===== src/rtl/sep_ram.sv =====
module sep_ram #(
  parameter int WIDTH = 8,
  parameter int DEPTH = 2
) (
  input  logic                                         clk,
  input  logic                                         we,
  input  logic [((DEPTH > 1) ? $clog2(DEPTH) : 1)-1:0] waddr,
  input  logic [WIDTH-1:0]                             wdata,
  input  logic [((DEPTH > 1) ? $clog2(DEPTH) : 1)-1:0] raddr,
  output logic [WIDTH-1:0]                             rdata
);

  logic [WIDTH-1:0] mem [DEPTH];

  always_ff @(posedge clk) begin
    if (we) begin
      mem[waddr] <= wdata;
    end
    rdata <= mem[raddr];
  end

endmodule


===== config.mk =====
export PLATFORM = sky130hd
export DESIGN_NAME = sep_ram
export DESIGN_NICKNAME = d
export VERILOG_FILES = /design/src/rtl/sep_ram.sv
export SDC_FILE = /design/constraint.sdc
export NUM_CORES = 1
export LEC_CHECK = 0
export ABC_AREA = 1
export BUFFER_PORTS_ARGS = -buffer_cell sky130_fd_sc_hd__buf_2
export CELL_PAD_IN_SITES_DETAIL_PLACEMENT = 1
export CELL_PAD_IN_SITES_GLOBAL_PLACEMENT = 1
export CORE_MARGIN = 3
export CORE_UTILIZATION = 39
export CTS_BUF_LIST = sky130_fd_sc_hd__clkbuf_8 sky130_fd_sc_hd__clkbuf_16
export DETAILED_ROUTE_END_ITERATION = 12
export GPL_ROUTABILITY_DRIVEN = 0
export PLACE_DENSITY_LB_ADDON = 0.1
export SYNTH_ARGS = -nofsm -noshare
export SYNTH_HDL_FRONTEND = slang
export SYNTH_SLANG_ARGS = --single-unit

===== constraint.sdc =====
create_clock -name clk -period 1.2 [get_ports clk]
set_input_delay 0.3 -clock clk [delete_from_list [all_inputs] [get_ports clk]]
set_output_delay 0.3 -clock clk [all_outputs]
set_load 0.05 [all_outputs]

======== After elaboration in Yosys (flattened, before gate mapping) ========
Memories as Yosys holds them, arrays and structs flattened. A register that Yosys moved wholly into a read port is not among the register bits.
Cells that the tools add are included.
storage, ports and cells
  bits in registers ....................... 0
  memory bits (writable) .................. 16
  bits of input ports ..................... 12
  output and inout port bits .............. 8
  logic and storage cells ................. 3
  memories ................................ 1
operators by class
  multiplexer cells ....................... 2
memories
  memory  words  width  read ports  clocked after Yosys merged registers in  wr ports  line  source
  mem     2      8      1           1                                        1         13    logic [WIDTH-1:0] mem [DEPTH];
operator list
  operator          count
  2-to-1 mux 1 bit  2

======== Logic depth before layout (Yosys ltp) ========
Gate-level depths: netlist (run 1).
  word-level depth ........................ 2
  mapped depth ............................ 4
  mapped depth without buffers ............ 3

======== Worst setup path before layout (run 1) ========
No wires, ideal clock.
  kind .................................... input -> register
  from .................................... input port we
  to ...................................... memory mem[0][0], enable pin
  library setup time ...................... 371 ps
  arrival ................................. 689 ps
  data required time ...................... 829 ps
  setup slack ............................. 140 ps
  stages on the path ...................... 2
  buffers on the path ..................... 0
  cells stage by stage .................... inv_1 > nor2_1
on the way
  word-level cells in the longest chain between the ends .. 2
RTL lines
  element                                 line  source
  start: declaration                      6     input logic we,
  2-to-1 mux 1 bit                        16    if (we) begin
  2-to-1 mux 1 bit (implied by the code)  17    mem[waddr] <= wdata;
  end: declaration                        13
Every way passes these cells.

======== Worst setup path after layout (run 1) ========
  from .................................... register rdata[7] (read register of mem)
  to ...................................... output port rdata[7]
RTL lines
  element             line  source
  start: declaration  10    output logic [WIDTH-1:0] rdata
No word-level cell between the ends.

==> results by group, run 1 <==
Pwr
  • Pwr/cell area: 1700 mW/mm^2
  • Seq pwr share: 60.9%
  • Net switching fraction of the power: 22.9%
  • Clock network fraction of total power: 27.9%
  • Int Power: 1.21 mW
  • Comb pwr share: 11.2%
  • VDD IR max: 0.000756 V
  • Final Total Pwr: 1.57 mW
  • Psw: 361 uW
  • Lkg Pwr: 0.413 nW

Global route
  • GRT Overall Usage: 9.29%
  • Grt ovf: 0
  • Largest net degree at the start of global routing: 13
  • Vias in the first global route: 401
  • Initial antenna violation count: 0
  • First-pass GRT wire length: 1700 um

Placed design
  • Port buffer count: 19
  • Post-detailed-placement half-perimeter wirelength: 798 um

Worst setup path
  • Critical Path Max Stage Delay: 0.31 ns
  • Worst path bufs/invs: 1
  • R2r worst-path depth: 2
  • Crit-path slowest cell: dfxtp_1
  • CP top delay family: flip-flops
  • Worst Path Max Fanout: 1
  • CP required: 0.90 ns
  • Critical Path AT: 0.81 ns
  • Critical path type: flop to output pin
  • CP Launch Type: flop
  • Critical path, cell by cell: buf_2
  • Crit. End Element: output pin
  • WP depth: 1

Drt
  • DRT Pass-1 Iters: 4
  • Routed Antenna Nets: 0
  • DR DRC count: 0
  • Drt wl/cell: 10.5 um
  • Via density: 4.21
  • Initial DRC count: 6
  • Vias after detailed routing: 425
  • Post-Route WL: 1060 um

Timing
  • Total negative slack: 0 ns
  • Clk_skew: 0.000741 ns
  • Final setup fails: 0
  • Worst-margin pin slew: 0.302 ns
  • Hold Slack: 0.234 ns
  • Final worst path period share: 92.5%
  • Final Hold Vio Count: 0
  • Slew Limit Fails: 0
  • Fin crit period: 1.11 ns
  • Worst slew margin: 79.9%
  • Max Fclk: 0.901 GHz
  • RSZ-0062 raised after global routing: false

Synth
  • Register bit total from synthesis: 24
  • Distinct cells, synth: 7
  • Synth area leader: edfxtp_1
  • Area of the mapped netlist: 761 sq um
  • Top cells by area, synth: edfxtp_1 (63%), dfxtp_1 (21%), nand2_1 (12%)
  • Ys Warns: 0
  • Register area share after synthesis: 84.2%
  • Synthesized area per cell: 14.1 sq um
  • Top cell type's share of synthesized area: 63.2%
  • Mapped Nets: 66
  • Gate Count Post-Synth: 54

Clock tree
  • H-tree levels: 1
  • TritonCTS Sinks: 24
  • Cts hold-fix bufs: 0
  • CTS tree: yes
  • CTS resizes: 0
  • Clock Latency Late Sink: 0.25 ns
  • CTS root buf: clkbuf_8
  • CTS Buffer Depth: 2
  • TritonCTS Buffers: 3
  • Setup bufs post-CTS: 0
  • CTS clk-pin slew, worst paths: 0.07 ns

Cells and area
  • Ant. Diodes: 0
  • Layout area overhead: 21.5%
  • Filler cells: 190
  • Post-layout util: 51.9%
  • Layout cells sized above 1: 31.6%
  • Commonest non-fill, non-tap cell in the layout: nand2_1
  • Net count, final: 90
  • Most frequent cells in the layout: nand2_1 (25), buf_2 (19), edfxtp_1 (16)

Floorplanning
  • Initial Util: 42.7%
  • IO Pins: 20
  • Core area: 0.00178 sq mm
  • Die Ht: 50.2 um
  • Die area: 0.00252 sq mm
  • Row cnt: 15
  • Die X: 50.2 um

Min path
  • Worst min-delay path category: input pin to flop
  • Hold path cells: 1

Job
  • Max Cap Violations: 0

Outcome
  • Status: finished, final reports clean
final timing paths:
check / from / to / slack (ns)
min: wdata[0] / mem[1][0] / 0.23
max reg2reg: mem[1][2] / rdata[2] / 0.61
min reg2reg: mem[0][5] / rdata[5] / 0.44
max: rdata[7] / rdata[7] / 0.09
per-stage QoR:
step | instances | instance area (sq um) | worst slack (ns)
finish | 101 | 925 | 0.0902
CTS | 101 | 925 | 0.0773
global route | 101 | 925 | 0.0556
floorplan | 54 | 761 | 0.140
detailed placement | 98 | 883 | 0.180
global placement | 98 | 883 | 0.222
power groups by stage:
stage	registers (mW)	clock network, mW	logic (mW)
3_3_place_gp	0.976	0	0.176
6_report	0.958	0.439	0.175
3_5_place_dp	0.978	0	0.179
5_1_grt	0.962	0.490	0.189
4_1_cts	0.959	0.460	0.179
2_1_floorplan	1.06	0	0.0382
layout make-up:
cell class	instances	area, sq um	area share [%]
sequential	24	641	69.3
timing repair buffer	20	103	11.1
multi-input combinational	26	97.6	10.6
clock buffer	3	41.3	4.47
tap	25	31.3	3.38
inverter	3	11.3	1.22
kinds of logic (layout without fill, tap and decap cells):
logic type | count (synthesis) | after routing | synth area share [%]
and+or+nand+nor | 26 | 26 | 12.8
DFF | 24 | 24 | 84.2
buffers and inverters | 4 | 26 | 2.96
flip-flops by register name (all words and copies together), names as in the netlist:
| register | cells |
|---|---|
| mem | 16 |
| rdata | 8 |
per-layer routing:
metal  track usage (%)  part of all wire, %  vias to the layer above
li1                  -                    -                      219
met1              10.3                   41                      194
met2              15.7                   52                       12
met3              3.56                  6.7                        0
met4              4.15                    0                        0
met5                 0                    0                        -
synthesized netlist by cell type:
| cell type | instances |
|---|---|
| dfxtp_1 | 8 |
| nand2_1 | 25 |
| buf_6 | 1 |
| inv_2 | 1 |
| nor2_1 | 1 |
| inv_1 | 2 |
| edfxtp_1 | 16 |
Note: power is estimated with default switching activity, not from simulation.
==> inputs of run 2 (changes only) <==
--- a/config.mk
+++ b/config.mk
@@ -15,6 +15,7 @@
 export DETAILED_ROUTE_END_ITERATION = 12
 export GPL_ROUTABILITY_DRIVEN = 0
 export PLACE_DENSITY_LB_ADDON = 0.1
+export RECOVER_POWER = 25
 export SYNTH_ARGS = -nofsm -noshare
 export SYNTH_HDL_FRONTEND = slang
 export SYNTH_SLANG_ARGS = --single-unit
==> run 2 against run 1 <==
  * Utilization down 0.28 points
  * Die area unchanged
  * Register-to-register slack barely moved
  * Design area down 0.54%
  * Critical path depth stayed put
  * Cell count stayed put
  * Count of clock-buffer cells in the layout did not move
  * Worst hold slack did not move
  * Clock power hardly changed
  * Maximum frequency stayed put
  * Sequential power hardly changed
  * Worst setup slack hardly changed
==> results by group, run 2 (same netlist as run 1, synthesis figures left out) <==
Floorplanning
  • Die Ht: 50.2 um (unchanged)
  • Row cnt: 15 (unchanged)
  • Die area: 0.00252 sq mm (unchanged)
  • Die X: 50.2 um (unchanged)
  • IO Pins: 20 (unchanged)
  • Initial Util: 42.7% (unchanged)
  • Core area: 0.00178 sq mm (unchanged)

Drt
  • Drt wl/cell: 10.6 um (+0.38%)
  • Vias after detailed routing: 425 (unchanged)
  • Routed Antenna Nets: 0 (unchanged)
  • Via density: 4.21 (unchanged)
  • Post-Route WL: 1070 um (+0.38%)
  • DR DRC count: 0 (unchanged)
  • DRT Pass-1 Iters: 4 (unchanged)
  • Initial DRC count: 6 (unchanged)

Job
  • Max Cap Violations: 0 (unchanged)

Outcome
  • Status: finished, final reports clean

Worst setup path
  • Crit. End Element: output pin
  • Critical Path AT: 0.81 ns (about the same)
  • Crit path to: rdata[7]
  • WP depth: 1 (unchanged)
  • R2R Path End: rdata[2]
  • CP startpoint: rdata[7]
  • R2r setup slk: 0.61 ns (about the same)
  • Worst Path Max Fanout: 1 (unchanged)
  • CP Launch Type: flop
  • Critical path type: flop to output pin
  • Crit-path slowest cell: dfxtp_1
  • Critical path, cell by cell: buf_2
  • CP required: 0.90 ns (about the same)
  • R2r worst-path depth: 2 (unchanged)
  • Worst R2R Start: mem[1][2]
  • Worst path bufs/invs: 1 (unchanged)
  • CP top delay family: flip-flops
  • Critical Path Max Stage Delay: 0.31 ns (about the same)

Global route
  • Initial antenna violation count: 0 (unchanged)
  • Grt ovf: 0 (unchanged)
  • Largest net degree at the start of global routing: 13 (unchanged)
  • GRT Overall Usage: 9.29% (unchanged)
  • First-pass GRT wire length: 1700 um (unchanged)
  • Vias in the first global route: 401 (unchanged)

Clock tree
  • CTS root buf: clkbuf_8
  • CTS resizes: 0 (unchanged)
  • CTS tree: yes
  • Setup bufs post-CTS: 0 (unchanged)
  • TritonCTS Sinks: 24 (unchanged)
  • H-tree levels: 1 (unchanged)
  • Cts hold-fix bufs: 0 (unchanged)
  • CTS Buffer Depth: 2 (unchanged)
  • CTS clk-pin slew, worst paths: 0.07 ns (about the same)
  • TritonCTS Buffers: 3 (unchanged)
  • Clock Latency Late Sink: 0.25 ns (about the same)

Timing
  • Final Hold Vio Count: 0 (unchanged)
  • RSZ-0062 raised after global routing: false
  • Total negative slack: 0 ns (unchanged)
  • Final worst path period share: 92.5% (about the same)
  • Slew Limit Fails: 0 (unchanged)
  • Setup slack after layout: 0.0902 ns (-0.000000400 ns)
  • Worst slew margin: 79.9% (unchanged)
  • Max Fclk: 0.901 GHz (unchanged)
  • Final setup fails: 0 (unchanged)
  • Worst-margin pin slew: 0.302 ns (unchanged)
  • Clk_skew: 0.000741 ns (unchanged)
  • Fin crit period: 1.11 ns (+0.000000400 ns)

Cells and area
  • Flip-flop count of the largest register after layout: 16 (unchanged)
  • Layout cells sized above 1: 26.3% (-5.3 points)
  • Commonest non-fill, non-tap cell in the layout: nand2_1
  • Layout area overhead: 20.9%
  • Most frequent cells in the layout: nand2_1 (25), edfxtp_1 (16), buf_2 (15)
  • Filler cells: 193 (+1.6%)
  • FF+latch area: 641 sq um (unchanged)
  • Net count, final: 90 (unchanged)
  • Ant. Diodes: 0 (unchanged)
  • Multi-input logic area: 97.6 sq um (unchanged)
  • Biggest regs: mem: 16 flops, rdata: 8 flops
  • Top reg by flops: mem

Pwr
  • VDD IR max: 0.000756 V (about the same)
  • Pwr/cell area: 1710 mW/mm^2 (+0.46%)
  • Lkg Pwr: 0.402 nW (-2.7%)
  • Final Total Pwr: 1.57 mW (about the same)

Placed design
  • Port buffer count: 19 (unchanged)
  • DP Worst Slack: 0.180 ns (unchanged)
  • Post-detailed-placement half-perimeter wirelength: 798 um (unchanged)

Min path
  • Worst min-delay path category: input pin to flop
## run 2: cell types whose count changed in the layout (fill, tap and decap cells not counted)
cell	change
clkbuf_1	+4
buf_2	-4
## run 2: final cells by class
class | count | share of cell area, %
clock buffer | 3 | 4.49
inverter | 3 | 1.22
multi-input combinational | 26 | 10.6
sequential | 24 | 69.7
tap | 25 | 3.40
timing repair buffer | 20 | 10.6
## run 2: power breakdown
group / switching (mW) / internal, mW / leakage (nW) / total [mW]
clock: 0.216 / 0.223 / 0.0216 / 0.439
combinational: 0.133 / 0.0410 / 0.162 / 0.174
sequential: 0.0124 / 0.945 / 0.218 / 0.958
total: 0.361 / 1.21 / 0.402 / 1.57
## run 2: how the worst min path moves through the flow
stage / start / depth (start not counted) / slack, ns / end
floorplan: wdata[0] / 0 / 0.40 / mem[0][0]
global placement: mem[0][7] / 2 / 0.41 / rdata[7]
detailed placement: mem[0][5] / 2 / 0.42 / rdata[5]
CTS: wdata[3] / 1 / 0.23 / mem[1][3]
global route: wdata[5] / 1 / 0.23 / mem[0][5]
finish: wdata[0] / 1 / 0.23 / mem[1][0]
## run 2: through the flow
step | area (sq um) | cells | util, % | hold WS, ns
2_1_floorplan | 761 | 54 | - | 0.399
3_3_place_gp | 883 | 98 | 49.5 | 0.414
3_5_place_dp | 883 | 98 | 49.5 | 0.424
4_1_cts | 925 | 101 | 51.9 | 0.227
5_1_grt | 920 | 101 | 51.6 | 0.225
6_report | 920 | 101 | 51.6 | 0.234
## run 2: per-layer routing
metal | up-vias | global-route usage [%] | share of wire, %
met3 | 0 | 3.56 | 6.9
met1 | 194 | 10.3 | 41
met5 | - | 0 | 0
li1 | 219 | - | -
met4 | 0 | 4.15 | 0
met2 | 12 | 15.7 | 52
## run 2: worst reg2reg max path: stages (launching register included)
cell,delay (ns)
edfxtp_1,0.37
nand2_1,0.07
nand2_1,0.05
==> inputs of run 3 (changes only) <==
--- a/config.mk
+++ b/config.mk
@@ -5,12 +5,12 @@
 export SDC_FILE = /design/constraint.sdc
 export NUM_CORES = 1
 export LEC_CHECK = 0
-export ABC_AREA = 1
+export ABC_AREA = 0
 export BUFFER_PORTS_ARGS = -buffer_cell sky130_fd_sc_hd__buf_2
 export CELL_PAD_IN_SITES_DETAIL_PLACEMENT = 1
 export CELL_PAD_IN_SITES_GLOBAL_PLACEMENT = 1
 export CORE_MARGIN = 3
-export CORE_UTILIZATION = 39
+export CORE_UTILIZATION = 41
 export CTS_BUF_LIST = sky130_fd_sc_hd__clkbuf_8 sky130_fd_sc_hd__clkbuf_16
 export DETAILED_ROUTE_END_ITERATION = 12
 export GPL_ROUTABILITY_DRIVEN = 0
==> run 3 against run 2 <==
  * Routed wire length is 15% higher
  * Design area is 6.0% higher
  * Clock skew is 0.0046 ns higher
  * Global-route usage is 2.1 points higher
  * Critical path type unchanged
  * Largest cell class unchanged
==> results by group, run 3 <==
Outcome
  • Status: finished, final reports clean

Synth
  • Top cells by area, synth: edfxtp_1 (61%), dfxtp_1 (20%), mux2_4 (15%)
  • Primary FF master, synth: edfxtp_1
  • Ys Warns: 0 (unchanged)
  • Asr flop ratio synth: 0% (unchanged)
  • Distinct cells, synth: 6 (-1)
  • Top cell type's share of synthesized area: 61.2% (-1.9 points)
  • Post-synth EDFFs: 16 (unchanged)
  • Mapped Nets: 47 (-29%)
  • Area of the mapped netlist: 785 sq um (+3.1%)
  • Synthesized area per cell: 22.4 sq um (+59%)
  • Most frequent cell after synthesis: edfxtp_1
  • Gate Count Post-Synth: 35 (-35%)
  • Top post-synthesis cells by count: edfxtp_1 (16), dfxtp_1 (8), mux2_4 (8)
  • Register bit total from synthesis: 24 (unchanged)
  • Register area share after synthesis: 81.7% (-2.6 points)
  • Synth area leader: edfxtp_1

Worst setup path
  • Worst path bufs/invs: 1 (unchanged)
  • CP top delay family: flip-flops
  • R2r worst-path depth: 1 (-1)
  • Critical path, cell by cell: buf_2
  • Critical Path Max Stage Delay: 0.32 ns (about the same)
  • CP startpoint: rdata[2]
  • Critical path type: flop to output pin
  • CP Launch Type: flop
  • R2R Path End: rdata[0]
  • Worst R2R Start: mem[0][0]
  • Crit-path slowest cell: dfxtp_1
  • Critical Path AT: 0.85 ns (+0.04 ns)
  • Worst Path Max Fanout: 1 (unchanged)
  • R2r setup slk: 0.43 ns (-0.18 ns)
  • CP required: 0.90 ns (about the same)
  • Crit. End Element: output pin

Drt
  • Drt wl/cell: 14.8 um (+40%)
  • Post-Route WL: 1230 um (+15%)
  • DR DRC count: 0 (unchanged)
  • Via density: 4.51 (+7.1%)
  • Routed Antenna Nets: 0 (unchanged)
  • Vias after detailed routing: 374 (-12%)
  • Initial DRC count: 5 (-1)
  • DRT Pass-1 Iters: 4 (unchanged)

Clock tree
  • CTS resizes: 0 (unchanged)
  • TritonCTS Sinks: 24 (unchanged)
  • CTS tree: yes
  • CTS clk-pin slew, worst paths: 0.08 ns (about the same)
  • Cts hold-fix bufs: 0 (unchanged)
  • CTS root buf: clkbuf_8
  • H-tree levels: 1 (unchanged)
  • Setup bufs post-CTS: 0 (unchanged)
  • Clock Latency Late Sink: 0.26 ns (about the same)
  • TritonCTS Buffers: 3 (unchanged)
  • CTS Buffer Depth: 2 (unchanged)

Pwr
  • VDD IR max: 0.000960 V (+27%)
  • Final Total Pwr: 1.85 mW (+18%)
  • Lkg Pwr: 0.396 nW (-1.5%)
  • Pwr/cell area: 1900 mW/mm^2 (+11%)

Min path
  • Hold path cells: 1 (unchanged)
  • Worst min-delay path category: input pin to flop
  • Min-Delay Startpoint: wdata[1]
  • Hold Path End: mem[1][1]

Cells and area
  • Most frequent cells in the layout: buf_2 (16), edfxtp_1 (16), mux2_4 (8), dfxtp_1 (8)
  • FF+latch area: 641 sq um (unchanged)
  • Layout cells sized above 1: 50.0% (+24 points)
  • Filler cells: 179 (-7.3%)
  • Multi-input logic area: 133 sq um (+36%)
  • Post-route insts no fill: 83 (-18%)
  • Layout area overhead: 24.2%
  • Flip-flop count of the largest register after layout: 16 (unchanged)
  • Biggest regs: mem: 16 flops, rdata: 8 flops
  • Ant. Diodes: 0 (unchanged)
  • Top reg by flops: mem
  • Net count, final: 71 (-21%)

Floorplanning
  • Initial Util: 44.5% (+1.8 points)
  • Row cnt: 15 (unchanged)
  • IO Pins: 20 (unchanged)
  • Core area: 0.00176 sq mm (-1.1%)
  • Die Ht: 49.7 um (-0.85%)
  • Die X: 49.7 um (-0.85%)
  • Die area: 0.00247 sq mm (-1.7%)

Global route
  • Grt ovf: 0 (unchanged)
  • Initial antenna violation count: 0 (unchanged)
  • First-pass GRT wire length: 1930 um (+13%)
  • Largest net degree at the start of global routing: 15 (+2)
  • Vias in the first global route: 420 (+4.7%)
  • GRT Overall Usage: 11.4% (+2.1 points)

Timing
  • Slew Limit Fails: 0 (unchanged)
  • Final Hold Vio Count: 0 (unchanged)
  • Worst slew margin: 73.7% (-6.1 points)
  • Total negative slack: 0 ns (unchanged)
  • RSZ-0062 raised after global routing: false
  • Fin crit period: 1.15 ns (+0.0432 ns)
  • Final worst path period share: 96.1% (+3.6 points)
  • Clk_skew: 0.00533 ns (+0.00459 ns)
  • Final setup fails: 0 (unchanged)
  • Worst-margin pin slew: 0.394 ns (+0.0921 ns)
  • Max Fclk: 0.867 GHz (-3.7%)

Placed design
  • Port buffer count: 19 (unchanged)
  • Post-detailed-placement half-perimeter wirelength: 859 um (+7.7%)
  • Placed instance count: 79 (-19%)

Job
  • Max Cap Violations: 0 (unchanged)
run 3: cell count changes in the layout (fill, tap and decap cells not counted), sizes merged:
cell,previous run,this run
nand2,25,0
mux2,0,8
inv,3,0
and2,0,1
buf,16,17
bufinv,0,1
clkbuf,7,6
nor2,1,0
nor2b,0,1
run 3: layout make-up:
type,count,share of cell area [%]
sequential,24,65.7
tap,25,3.21
clock buffer,3,4.24
clock inverter,1,3.08
multi-input combinational,10,13.6
timing repair buffer,20,10.1
run 3: worst max path at each step:
stage	end	slack, ns	depth (start not counted)
final	rdata[2]	0.05	1
after floorplan	mem[0][0]	0.11	1
after global routing	rdata[2]	0.02	1
after CTS	rdata[2]	0.04	1
after detailed placement	mem[1][7]	0.08	2
after global placement	mem[1][7]	0.13	2
run 3: per-stage QoR:
stage          hold WS [ns]  worst slack [ns]  area (sq um)  utilization, %
3_3_place_gp          0.455             0.132           907            51.4
5_1_grt               0.221            0.0236           975            55.2
3_5_place_dp          0.465            0.0782           907            51.4
4_1_cts               0.219            0.0406           978            55.5
6_report              0.224            0.0470           975            55.2
2_1_floorplan         0.399             0.107           785               -
run 3: metal layers:
metal / GRT usage [%] / share of wire, %
met4: 5.53 / 0
met5: 0 / 0
met2: 20.5 / 58
met1: 11.5 / 36
met3: 3.93 / 6.7
run 3: logic make-up (layout without fill, tap and decap cells):
logic type | count (synthesis) | after routing | synth area share [%]
flops | 24 | 24 | 81.7
mux | 8 | 8 | 15.3
buf+inv | 1 | 24 | 1.44
simple gates | 2 | 2 | 1.60
run 3: power breakdown:
group | total (mW) | leakage [nW] | switching [mW] | internal (mW)
Clock | 0.688 | 0.0357 | 0.242 | 0.445
Combinational | 0.198 | 0.142 | 0.130 | 0.0673
Sequential | 0.963 | 0.218 | 0.0164 | 0.946
